`config.mk`:
```
export PLATFORM = sky130hd
export DESIGN_NAME = record_quicksort_engine_top
export DESIGN_NICKNAME = d
export VERILOG_FILES = /design/src/hdl/rqs_pkg.sv /design/src/hdl/rqs_datapath.sv /design/src/hdl/rqs_ctrl.sv /design/src/hdl/record_quicksort_engine_top.sv
export SDC_FILE = /design/constraint.sdc
export NUM_CORES = 2
export LEC_CHECK = 0
export BUFFER_PORTS_ARGS = -buffer_cell sky130_fd_sc_hd__buf_4
export CORE_ASPECT_RATIO = 0.6
export CORE_UTILIZATION = 50
export CTS_CLUSTER_DIAMETER = 120
export DETAILED_ROUTE_END_ITERATION = 8
export PLACE_DENSITY = 0.64
export RECOVER_POWER = 50
export SETUP_SLACK_MARGIN = 0.5
export SYNTH_ARGS = -nofsm -noshare
export SYNTH_HDL_FRONTEND = slang
export SYNTH_SLANG_ARGS = --single-unit
```
`constraint.sdc`:
```
create_clock -name clk -period 10.9 [get_ports clk]
set_input_delay 1.09 -clock clk [delete_from_list [all_inputs] [get_ports clk]]
set_output_delay 1.09 -clock clk [all_outputs]
set_load 0.03 [all_outputs]
```
`src/hdl/rqs_pkg.sv`:
```
// Shared types and constants for the record quicksort engine.
`timescale 1ns / 1ps
`default_nettype none
package rqs_pkg;
  localparam int DEF_CAPACITY = 32;
  localparam int KEY_W   = 64;
  localparam int YEAR_W  = 16;
  localparam int COLOR_W = 8;
  localparam int REC_W   = KEY_W + YEAR_W + COLOR_W;

  // record memory read address select
  localparam logic [2:0] RD_J     = 3'd0;
  localparam logic [2:0] RD_JM1   = 3'd1;
  localparam logic [2:0] RD_I     = 3'd2;
  localparam logic [2:0] RD_IP1   = 3'd3;
  localparam logic [2:0] RD_POPLO = 3'd4;
  localparam logic [2:0] RD_K     = 3'd5;

  typedef struct packed {
    logic       load;
    logic       sort_init;
    logic       pop;
    logic       pop_ld;
    logic       piv_ld;
    logic       j_dec;
    logic       hold_j;
    logic       i_inc;
    logic       hold_i;
    logic       sw1;
    logic       sw2;
    logic       push_r;
    logic       push_l;
    logic       out_ld;
    logic       out_adv;
    logic       clear;
    logic [2:0] rd_sel;
  } rqs_cmd_t;

  typedef struct packed {
    logic lt2;
    logic sp_zero;
    logic i_le_j;
    logic j_go;
    logic i_go;
    logic n_zero;
    logic out_last;
  } rqs_stat_t;
endpackage
`default_nettype wire

```
`src/hdl/rqs_datapath.sv`:
```
// Record and range-stack storage, partition registers and output registers.
`timescale 1ns / 1ps
`default_nettype none
module rqs_datapath #(
  parameter int CAPACITY = rqs_pkg::DEF_CAPACITY
) (
  input  wire                          clk,
  input  wire                          rst_n,
  input  rqs_pkg::rqs_cmd_t            cmd,
  output rqs_pkg::rqs_stat_t           stat,
  input  wire [rqs_pkg::KEY_W-1:0]     in_plate_key,
  input  wire [rqs_pkg::YEAR_W-1:0]    in_year,
  input  wire [rqs_pkg::COLOR_W-1:0]   in_color,
  output logic [rqs_pkg::KEY_W-1:0]    out_sorted_key,
  output logic [rqs_pkg::YEAR_W-1:0]   out_sorted_year,
  output logic [rqs_pkg::COLOR_W-1:0]  out_sorted_color,
  output logic                         out_last_result,
  output logic                         out_dropped
);
  localparam int IDX_W = $clog2(CAPACITY);
  localparam int CNT_W = $clog2(CAPACITY + 1);
  localparam int PW    = IDX_W + 2;
  localparam int SD    = CAPACITY + 2;
  localparam int SA_W  = $clog2(SD);
  localparam int SP_W  = $clog2(SD + 1);
  localparam int REC_W = rqs_pkg::REC_W;
  localparam int KEY_W = rqs_pkg::KEY_W;

  logic [REC_W-1:0]     mem_r [CAPACITY];
  logic [2*IDX_W-1:0]   stk_r [SD];
  logic [REC_W-1:0]     rdata_r;
  logic [2*IDX_W-1:0]   stk_rdata_r;
  logic [CNT_W-1:0]     count_r;
  logic                 ovf_r;
  logic [SP_W-1:0]      sp_r;
  logic [IDX_W-1:0]     lo_r, hi_r, k_r;
  logic signed [PW-1:0] i_r, j_r;
  logic [KEY_W-1:0]     pivot_r;
  logic [REC_W-1:0]     reci_r, recj_r;

  logic [IDX_W-1:0]     rd_addr;
  logic [SA_W-1:0]      stk_rd_addr;
  logic signed [PW-1:0] lo_s, hi_s;
  logic [KEY_W-1:0]     rd_key;
  logic [IDX_W-1:0]     n_m1;
  logic                 push_r_ok, push_l_ok;

  assign lo_s   = $signed({2'b00, lo_r});
  assign hi_s   = $signed({2'b00, hi_r});
  assign rd_key = rdata_r[REC_W-1 -: KEY_W];
  assign n_m1   = IDX_W'(count_r - CNT_W'(1));
  assign push_r_ok = (i_r < hi_s) && (sp_r < SP_W'(SD));
  assign push_l_ok = (j_r > lo_s) && (sp_r < SP_W'(SD));
  assign stk_rd_addr = SA_W'(sp_r - SP_W'(1));

  // Select the record memory read address
  always_comb begin
    unique case (cmd.rd_sel)
      rqs_pkg::RD_J:     rd_addr = j_r[IDX_W-1:0];
      rqs_pkg::RD_JM1:   rd_addr = IDX_W'(j_r - PW'(1));
      rqs_pkg::RD_I:     rd_addr = i_r[IDX_W-1:0];
      rqs_pkg::RD_IP1:   rd_addr = IDX_W'(i_r + PW'(1));
      rqs_pkg::RD_POPLO: rd_addr = stk_rdata_r[2*IDX_W-1 -: IDX_W];
      default:           rd_addr = k_r;
    endcase
  end

  // Report status to the controller
  always_comb begin
    stat.lt2      = (count_r < CNT_W'(2));
    stat.sp_zero  = (sp_r == '0);
    stat.i_le_j   = (i_r <= j_r);
    stat.j_go     = (j_r > lo_s) && (rd_key > pivot_r);
    stat.i_go     = (i_r < hi_s) && (rd_key < pivot_r);
    stat.n_zero   = (count_r == '0);
    stat.out_last = (k_r == n_m1);
  end

  // Record memory: one write, one registered read
  always_ff @(posedge clk) begin
    if (cmd.load && (count_r < CNT_W'(CAPACITY))) begin
      mem_r[count_r[IDX_W-1:0]] <= {in_plate_key, in_year, in_color};
    end else if (cmd.sw1) begin
      mem_r[i_r[IDX_W-1:0]] <= recj_r;
    end else if (cmd.sw2) begin
      mem_r[j_r[IDX_W-1:0]] <= reci_r;
    end
    rdata_r <= mem_r[rd_addr];
  end

  // Range stack memory
  always_ff @(posedge clk) begin
    if (cmd.sort_init) begin
      stk_r[0] <= {{IDX_W{1'b0}}, n_m1};
    end else if (cmd.push_r && push_r_ok) begin
      stk_r[sp_r[SA_W-1:0]] <= {i_r[IDX_W-1:0], hi_r};
    end else if (cmd.push_l && push_l_ok) begin
      stk_r[sp_r[SA_W-1:0]] <= {lo_r, j_r[IDX_W-1:0]};
    end
    stk_rdata_r <= stk_r[stk_rd_addr];
  end

  // Control registers: fill count, overflow flag, stack pointer, output index
  always_ff @(posedge clk) begin
    if (!rst_n) begin
      count_r <= '0;
      ovf_r   <= 1'b0;
      sp_r    <= '0;
      k_r     <= '0;
    end else begin
      if (cmd.clear) begin
        count_r <= '0;
        ovf_r   <= 1'b0;
        k_r     <= '0;
      end else if (cmd.load) begin
        if (count_r < CNT_W'(CAPACITY)) begin
          count_r <= count_r + CNT_W'(1);
        end else begin
          ovf_r <= 1'b1;
        end
      end else if (cmd.out_adv) begin
        k_r <= k_r + IDX_W'(1);
      end
      if (cmd.sort_init) begin
        sp_r <= SP_W'(1);
      end else if (cmd.pop) begin
        sp_r <= sp_r - SP_W'(1);
      end else if ((cmd.push_r && push_r_ok) || (cmd.push_l && push_l_ok)) begin
        sp_r <= sp_r + SP_W'(1);
      end
    end
  end

  // Partition registers
  always_ff @(posedge clk) begin
    if (cmd.pop_ld) begin
      lo_r <= stk_rdata_r[2*IDX_W-1 -: IDX_W];
      hi_r <= stk_rdata_r[IDX_W-1:0];
      i_r  <= $signed({2'b00, stk_rdata_r[2*IDX_W-1 -: IDX_W]});
      j_r  <= $signed({2'b00, stk_rdata_r[IDX_W-1:0]});
    end else begin
      if (cmd.j_dec || cmd.sw2) begin
        j_r <= j_r - PW'(1);
      end
      if (cmd.i_inc || cmd.sw2) begin
        i_r <= i_r + PW'(1);
      end
    end
    if (cmd.piv_ld) begin
      pivot_r <= rd_key;
    end
    if (cmd.hold_j) begin
      recj_r <= rdata_r;
    end
    if (cmd.hold_i) begin
      reci_r <= rdata_r;
    end
  end

  // Output registers
  always_ff @(posedge clk) begin
    if (cmd.out_ld) begin
      {out_sorted_key, out_sorted_year, out_sorted_color} <= rdata_r;
      out_last_result <= (k_r == n_m1);
      out_dropped     <= ovf_r;
    end
  end
endmodule
`default_nettype wire

```
`src/hdl/rqs_ctrl.sv`:
```
// Sequencer for loading, partitioning, range stack handling and unloading.
`timescale 1ns / 1ps
`default_nettype none
module rqs_ctrl (
  input  wire                clk,
  input  wire                rst_n,
  input  wire                in_valid,
  output logic               in_ready,
  input  wire                in_last_item,
  output logic               out_valid,
  input  wire                out_ready,
  input  rqs_pkg::rqs_stat_t stat,
  output rqs_pkg::rqs_cmd_t  cmd
);
  localparam logic [3:0] S_LOAD  = 4'd0;
  localparam logic [3:0] S_SINIT = 4'd1;
  localparam logic [3:0] S_POP   = 4'd2;
  localparam logic [3:0] S_POPLD = 4'd3;
  localparam logic [3:0] S_PIV   = 4'd4;
  localparam logic [3:0] S_LOOP  = 4'd5;
  localparam logic [3:0] S_JCHK  = 4'd6;
  localparam logic [3:0] S_ICHK  = 4'd7;
  localparam logic [3:0] S_SW1   = 4'd8;
  localparam logic [3:0] S_SW2   = 4'd9;
  localparam logic [3:0] S_PUSHR = 4'd10;
  localparam logic [3:0] S_PUSHL = 4'd11;
  localparam logic [3:0] S_OUTRD = 4'd12;
  localparam logic [3:0] S_OUTLD = 4'd13;
  localparam logic [3:0] S_OUTWT = 4'd14;

  logic [3:0] state_r, state_nxt;

  assign in_ready  = (state_r == S_LOAD);
  assign out_valid = (state_r == S_OUTWT);

  // Decode state into datapath commands
  always_comb begin
    cmd        = '0;
    cmd.rd_sel = rqs_pkg::RD_K;
    state_nxt  = state_r;
    unique case (state_r)
      S_LOAD: begin
        if (in_valid) begin
          cmd.load = 1'b1;
          if (in_last_item) state_nxt = S_SINIT;
        end
      end
      S_SINIT: begin
        if (stat.lt2) begin
          state_nxt = S_OUTRD;
        end else begin
          cmd.sort_init = 1'b1;
          state_nxt     = S_POP;
        end
      end
      S_POP: begin
        if (stat.sp_zero) begin
          state_nxt = S_OUTRD;
        end else begin
          cmd.pop   = 1'b1;
          state_nxt = S_POPLD;
        end
      end
      S_POPLD: begin
        cmd.pop_ld = 1'b1;
        cmd.rd_sel = rqs_pkg::RD_POPLO;
        state_nxt  = S_PIV;
      end
      S_PIV: begin
        cmd.piv_ld = 1'b1;
        state_nxt  = S_LOOP;
      end
      S_LOOP: begin
        cmd.rd_sel = rqs_pkg::RD_J;
        state_nxt  = stat.i_le_j ? S_JCHK : S_PUSHR;
      end
      // scan j down past keys above the pivot
      S_JCHK: begin
        if (stat.j_go) begin
          cmd.j_dec  = 1'b1;
          cmd.rd_sel = rqs_pkg::RD_JM1;
        end else begin
          cmd.hold_j = 1'b1;
          cmd.rd_sel = rqs_pkg::RD_I;
          state_nxt  = S_ICHK;
        end
      end
      // scan i up past keys below the pivot
      S_ICHK: begin
        if (stat.i_go) begin
          cmd.i_inc  = 1'b1;
          cmd.rd_sel = rqs_pkg::RD_IP1;
        end else begin
          cmd.hold_i = 1'b1;
          state_nxt  = stat.i_le_j ? S_SW1 : S_PUSHR;
        end
      end
      S_SW1: begin
        cmd.sw1   = 1'b1;
        state_nxt = S_SW2;
      end
      S_SW2: begin
        cmd.sw2   = 1'b1;
        state_nxt = S_LOOP;
      end
      S_PUSHR: begin
        cmd.push_r = 1'b1;
        state_nxt  = S_PUSHL;
      end
      S_PUSHL: begin
        cmd.push_l = 1'b1;
        state_nxt  = S_POP;
      end
      S_OUTRD: begin
        if (stat.n_zero) begin
          cmd.clear = 1'b1;
          state_nxt = S_LOAD;
        end else begin
          state_nxt = S_OUTLD;
        end
      end
      S_OUTLD: begin
        cmd.out_ld = 1'b1;
        state_nxt  = S_OUTWT;
      end
      S_OUTWT: begin
        if (out_ready) begin
          if (stat.out_last) begin
            cmd.clear = 1'b1;
            state_nxt = S_LOAD;
          end else begin
            cmd.out_adv = 1'b1;
            state_nxt   = S_OUTRD;
          end
        end
      end
      default: state_nxt = S_LOAD;
    endcase
  end

  // State register
  always_ff @(posedge clk) begin
    if (!rst_n) begin
      state_r <= S_LOAD;
    end else begin
      state_r <= state_nxt;
    end
  end
endmodule
`default_nettype wire

```
`src/hdl/record_quicksort_engine_top.sv`:
```
// Record sorter: top level joining the sequencer and the datapath.
// Loading accepts one record request per cycle. After the last request the set is
// sorted in place through one record memory: one key compare per scan step, a swap
// writes the two records in turn, and each popped range loads its bounds and pivot.
// Unloading reads, registers and offers one result at a time, holding it until the output side is ready.
// Synchronous reset empties the store and clears the overflow flag; memories are not cleared.
`timescale 1ns / 1ps
`default_nettype none
module record_quicksort_engine_top #(
  parameter int CAPACITY = rqs_pkg::DEF_CAPACITY
) (
  input  wire                          clk,
  input  wire                          rst_n,
  input  wire                          in_valid,
  output logic                         in_ready,
  input  wire [rqs_pkg::KEY_W-1:0]     in_plate_key,
  input  wire [rqs_pkg::YEAR_W-1:0]    in_year,
  input  wire [rqs_pkg::COLOR_W-1:0]   in_color,
  input  wire                          in_last_item,
  output logic                         out_valid,
  input  wire                          out_ready,
  output logic [rqs_pkg::KEY_W-1:0]    out_sorted_key,
  output logic [rqs_pkg::YEAR_W-1:0]   out_sorted_year,
  output logic [rqs_pkg::COLOR_W-1:0]  out_sorted_color,
  output logic                         out_last_result,
  output logic                         out_dropped
);
  rqs_pkg::rqs_cmd_t  cmd;
  rqs_pkg::rqs_stat_t stat;

  // Sequencer
  rqs_ctrl u_ctrl (
    .clk          (clk),
    .rst_n        (rst_n),
    .in_valid     (in_valid),
    .in_ready     (in_ready),
    .in_last_item (in_last_item),
    .out_valid    (out_valid),
    .out_ready    (out_ready),
    .stat         (stat),
    .cmd          (cmd)
  );

  // Storage and compare logic
  rqs_datapath #(
    .CAPACITY (CAPACITY)
  ) u_dp (
    .clk              (clk),
    .rst_n            (rst_n),
    .cmd              (cmd),
    .stat             (stat),
    .in_plate_key     (in_plate_key),
    .in_year          (in_year),
    .in_color         (in_color),
    .out_sorted_key   (out_sorted_key),
    .out_sorted_year  (out_sorted_year),
    .out_sorted_color (out_sorted_color),
    .out_last_result  (out_last_result),
    .out_dropped      (out_dropped)
  );
endmodule
`default_nettype wire

```
; ---- Yosys cells after proc, flatten, opt, wreduce, memory -nomap -nowiden
; Memories as Yosys holds them, arrays and structs flattened. A register that Yosys moved wholly into a read port is not among the register bits.
; Index checks and enable logic that the tools add are counted.
; Widths: inputs -> output; s select.
[op_classes]
add_sub_neg = 7
n_lt_le_gt_ge = 8
n_eq_ne = 24
mux = 76
bitwise_logic = 4
n_reduce_logical = 28
[ops]
columns = cell, n
row1 = $mux 88, 2
row2 = $reduce_or 88->1, 2
row3 = $gt 64x64->1, 1
row4 = $lt 64x64->1, 1
row5 = $pmux 4 s14, 1
row6 = $mux 1, 43
row7 = $mux 4, 10
row8 = $mux 5, 6
row9 = $eq 4x4->1 const B, 7
row10 = $pmux 5 s5, 1
row11 = $mux 10, 2
row12 = $mux 6, 3
row13 = $eq 4x3->1 const B, 4
row14 = $add 6x1->6 const B, 2
row15 = $logic_not 6->1, 2
row16 = $lt 6x6->1 const B, 2
row17 = $pmux 3 s4, 1
row18 = $mux 2, 5
row19 = $reduce_or 10->1, 1
row20 = $eq 4x2->1 const B, 2
row21 = $add 7x2->7 const B, 1
row22 = $gt 7x6->1, 1
row23 = $le 7x7->1, 1
row24 = $logic_and 1x1->1, 7
row25 = other kinds (25), 39
[word_totals]
register_bits = 376
ram_bits = 3156
word_cells = 169
memories = 2
[memory_table]
columns = name, words, word_bits, read_ports, rd_ports_with_merged_regs, write_ports, line
row1 = u_dp.mem_r, 32, 88, 1, 1, 1, rqs_datapath.sv:29  ; logic [REC_W-1:0] mem_r [CAPACITY];
row2 = u_dp.stk_r, 34, 10, 1, 1, 1, rqs_datapath.sv:30  ; logic [2*IDX_W-1:0] stk_r [SD];

; ---- Longest topological paths before layout
[depth]
ltp_word = 10
depth_mapped = 18

; ---- Hierarchy
; Synthesis repeated with hierarchy kept, for this count alone.
[unflattened]
hier_cells = 8556
hier_area_um2 = 140567.3
[by_module_without_submodules]
columns = module, instances, cells_per_inst, area_per_inst_um2, seq_area_each_um2
row1 = rqs_datapath, 1, 8467, 140000.5, 107683.3
row2 = rqs_ctrl, 1, 89, 566.8, 80.1

; ---- Worst setup path before layout
; OpenSTA, ideal clock, no wires.
[synth_path]
path_kind = register to register
startpoint = register u_dp.pivot_r[62]
endpoint = register u_dp.reci_r[0] (enable)
arrival_ps = 7654
required_time_ps = 10257
setup_slack_ps = 2603
stages_incl_launch_ff = 9
path_buffers = 0
period_less_slack_ps = 8297
cell_sequence = edfxtp_1 -> inv_1 -> ha_1 -> nand4_1 -> nor4_1 -> and2_1 -> a311oi_2 -> and2_1 -> nor3_1
[synth_rtl]
columns = element, line
row1 = start: declaration, rqs_datapath.sv:38  ; logic [KEY_W-1:0] pivot_r;
row2 = start signal: assignment, rqs_datapath.sv:150  ; pivot_r <= rd_key;
row3 = end signal: assignment, rqs_datapath.sv:156  ; reci_r <= rdata_r;
row4 = end: declaration, rqs_datapath.sv:39  ; logic [REC_W-1:0] reci_r, recj_r;

; ---- Worst setup path after layout
[layout_path]
startpoint = register u_ctrl.state_r[0]
endpoint = memory u_dp.mem_r[29][87] (netlist bit) (data pin)
[layout_between]
elab_chain_cells = 8
word_cells_on_any_way = 18
[layout_lines]
columns = element, line
row1 = start: declaration, rqs_ctrl.sv:31  ; logic [3:0] state_r, state_nxt;
row2 = start signal: assignment, rqs_ctrl.sv:146  ; state_r <= state_nxt;
row3 = $eq 4x4->1 / $logic_not 4->1 (equally long branches), rqs_ctrl.sv:41  ; unique case (state_r)
row4 = $mux 1, rqs_ctrl.sv:41
row5 = "$mux 1, or another cell as far along", rqs_datapath.sv:83  ; end else if (cmd.sw1) begin
row6 = "$mux 1, on equally long branches", "rqs_datapath.sv:81, rqs_datapath.sv:83"
row7 = "$mux 1, on equally long branches", "rqs_datapath.sv:84, rqs_datapath.sv:81"
row8 = $reduce_or 88->1 (no line) / $mux 1 (equally long branches), -
row9 = $mux 88 (no line) / $reduce_or 88->1 (equally long branches), -
row10 = $mux 88 (no line) (*), -
row11 = end: declaration, rqs_datapath.sv:29
; Every way passes the cells marked *; elsewhere a longest branch is shown, timed or not.

==> reports/metrics.yaml <==
sta:
  min_period_ns: 8.77
  hold_viol: 0
  slew_headroom_pct: -212
  period_share_pct: 80.5
  timing_worst_slew_pin_value_ns: 4.69
  setup_viol: 0
  skew_ns: 0.0492
  timing.fmax_mhz: 114
  tns_ns: 0
  rsz0062_at_grt: "false"
  slew_violations: 1787
clocking:
  clk_pin_slew_ns: 0.07
  ctsResizeCount: 0
  clock_path_buffers: 4
  tritoncts: "done"
  clk-insertion-delay-late_ns: 0.93
  holdBufCountCts: 0
  numCtsBuffers: 333
  clkSinkCount: 3630
  htree_levels: 5
  root_buffer: "clkbuf_16"
  post_cts_buffers: 0
route:
  ant_nets: 0
  routed_wl_um: 422000
  wl_per_cell_um: 31.5
  drt-initial-drc-count: 13400
  dr_total_vias: 88500
  viasPerCell: 6.61
  first_pass_iters: 8
  route.detailed.drc: 0
finish:
  drive_gt1_share_pct: 9.49
  areaGrowthSynthToFinish_pct: 11.2
  fin_area_um2: 159000
  fin_nets: 9557
  fill_cells: 22000
  stdcell_count: 13400
  final_cell_mix: "3506 x edfxtp_1, 1075 x a211oi_1, 1062 x and3_1"
  seq_area_um2: 108000
  multiInputGateArea_um2: 32100
  fin_util_pct: 56.1
  mostFrequentLayoutCell: "edfxtp_1"
min_path:
  hp-class: "reg2reg"
  hp-start: "u_dp.stk_rdata_r[1]"
  holdPathEnd: "u_dp.hi_r[1]"
  worstHoldPathCells: 0
power:
  intPower_mw: 26.0
  irDropWorstVdd_mv: 0.319
  power_frac_seq_pct: 48.5
  p_comb_share_pct: 19.5
  p_clk_share_pct: 32.0
  powerDensity_nw_per_um2: 233
  sw_frac_of_total_pct: 29.8
  p_switching_mw: 11.0
  leakage_nw: 51.7
placed_design:
  portBuffers: 184
  numPlacedInstances: 12800
  dp_hpwl_um: 201000
  place.gp.congestion: 0.831
  dpl_cell_area_um2: 149000
global_routing:
  grt_max_degree: 213
  grt_first_pass_wirelength_um: 598000
  grtUsageTotal_pct: 28.5
  antenna_found_initial: 16
  grt_overflow: 0
  grt_pass1_vias: 82300
critical_path:
  cp.arrival_ns: 9.13
  crit_path_start_kind: "flop"
  reg2reg_depth: 4
  path_class: "reg2reg"
  rrSetupSlack_ns: 2.13
  critPathMaxFanout: 36
  r2r_start: "u_ctrl.state_r[0]"
  critPathRequiredTime_ns: 11.25
  r2r-end: "u_dp.mem_r[29][87]"
  cp-end-kind: "flop"
logic_synthesis:
  synth_top_flop_cell: "edfxtp_1"
  ys_seq_area_share_pct: 75.5
  synth_cell_types: 74
  synth.avg_cell_area_um2: 15.2
  yosysWarnings: 0
  synth_cells: 9374
  ys_ff_latch: 3630
  async_reset_ff_share_pct: 0
  syn_area_um2: 143000
  synth_edf_count: 3506
  syn-num-nets: 9555
die:
  core-area_um2: 283000
  die_area_um2: 288000
  initial_utilization_pct: 50.4
  dieWidth_um: 692
  num_rows: 151
  io-pin-count: 185
  die_h_um: 416
status:
  status: "complete, but fails checks"
  violations: "capacitance limit, slew limit"
run:
  drv_cap: 53
## power by group through the flow
stage          clock [mW]  sequential (mW)  combinational [mW]
3_5_place_dp            0             18.1                7.15
2_1_floorplan           0             18.0                4.36
5_1_grt              12.4             18.0                7.71
6_report             11.8             17.9                7.20
4_1_cts              11.9             17.8                7.19
3_3_place_gp            0             18.1                7.01
## routing by layer
| layer | up-vias | routed length, um | GRT usage [%] |
|---|---|---|---|
| met5 | - | 23 | 0 |
| met4 | 4 | 11400 | 7.41 |
| met3 | 726 | 49400 | 5.15 |
| met2 | 5395 | 181000 | 41.0 |
| met1 | 45200 | 179000 | 44.7 |
| li1 | 37200 | - | - |
## metrics by stage
step	hold slack, ns	power [mW]	setup slack, ns
detailed placement	0.427	25.3	3.59
CTS	0.422	37.0	3.57
global placement	0.418	25.1	2.90
finish	0.445	37.0	2.13
floorplan	0.404	22.3	2.60
global route	0.461	38.1	1.55
## synth_stat cells (all sizes together) (6+ instances only)
cell type	number	area share, %
nand2	858	2.3
xor2	13	0.080
a21oi	69	0.24
nor2b	20	0.088
clkbuf	594	1.6
nand3	30	0.11
a211oi	1080	5.7
a21o	6	0.032
nor4	13	0.082
xnor2	19	0.12
mux4	100	1.6
ha	88	0.77
and3	1062	4.7
dfxtp	124	1.7
mux2i	110	0.77
nand4	110	0.48
edfxtp	3506	74
o22ai	181	0.79
o21ai	465	1.6
inv	92	0.24
or3	7	0.031
nand2b	8	0.035
a31oi	355	1.6
buf	147	0.51
nor3	103	0.36
and2	7	0.031
nor2	145	0.38
## worst max path at each step
stage                      start             endpoint  slack, ns
6_report       u_ctrl.state_r[0]   u_dp.mem_r[29][87]       2.13
4_1_cts         u_dp.rdata_r[47]     u_dp.rdata_r[22]       3.57
2_1_floorplan   u_dp.pivot_r[62]       u_dp.reci_r[0]       2.60
5_1_grt             u_dp.sp_r[0]  u_dp.stk_rdata_r[7]       1.55
3_3_place_gp    u_dp.rdata_r[38]     u_dp.rdata_r[76]       2.90
3_5_place_dp    u_dp.rdata_r[51]     u_dp.rdata_r[76]       3.59
## cell families after synthesis
kind of cell / synth area share [%]
flip-flops: 75.5
adder cells (fa/ha/maj): 0.771
XOR/XNOR: 0.196
buffers and inverters: 2.33
AND/OR/NAND/NOR: 8.59
AO/OA/AOI/OAI: 10.2
multiplexers: 2.37
## sequential cells by signal (all words and copies together) (netlist names), 6 cells and up
signal	count
u_dp.stk_rdata_r	10
u_dp.out_sorted_key	64
u_dp.count_r	6
u_dp.out_sorted_color	8
u_dp.mem_r	2816
u_dp.i_r	7
u_dp.pivot_r	64
u_dp.j_r	7
u_dp.rdata_r	88
u_dp.recj_r	88
u_dp.sp_r	6
u_dp.reci_r	88
u_dp.out_sorted_year	16
u_dp.stk_r	340
## critical path, cell delays in order (launching register included)
cell	delay (ns)
dfxtp_4	0.79
clkbuf_1	2.51
clkbuf_1	2.62
mux2i_1	0.32
a21oi_1	1.86
## final cells by class
type                            instances  area share, %
Multi-Input combinational cell       4910           20.2
Timing Repair Buffer                  408           1.87
Antenna cell                            1        0.00158
Clock inverter                        157           1.01
Clock buffer                          450           5.80
Sequential cell                      3630           67.9
Inverter                               93          0.220
Tap cell                             3748           2.96
No activity file was read; power rests on OpenSTA's default activity.
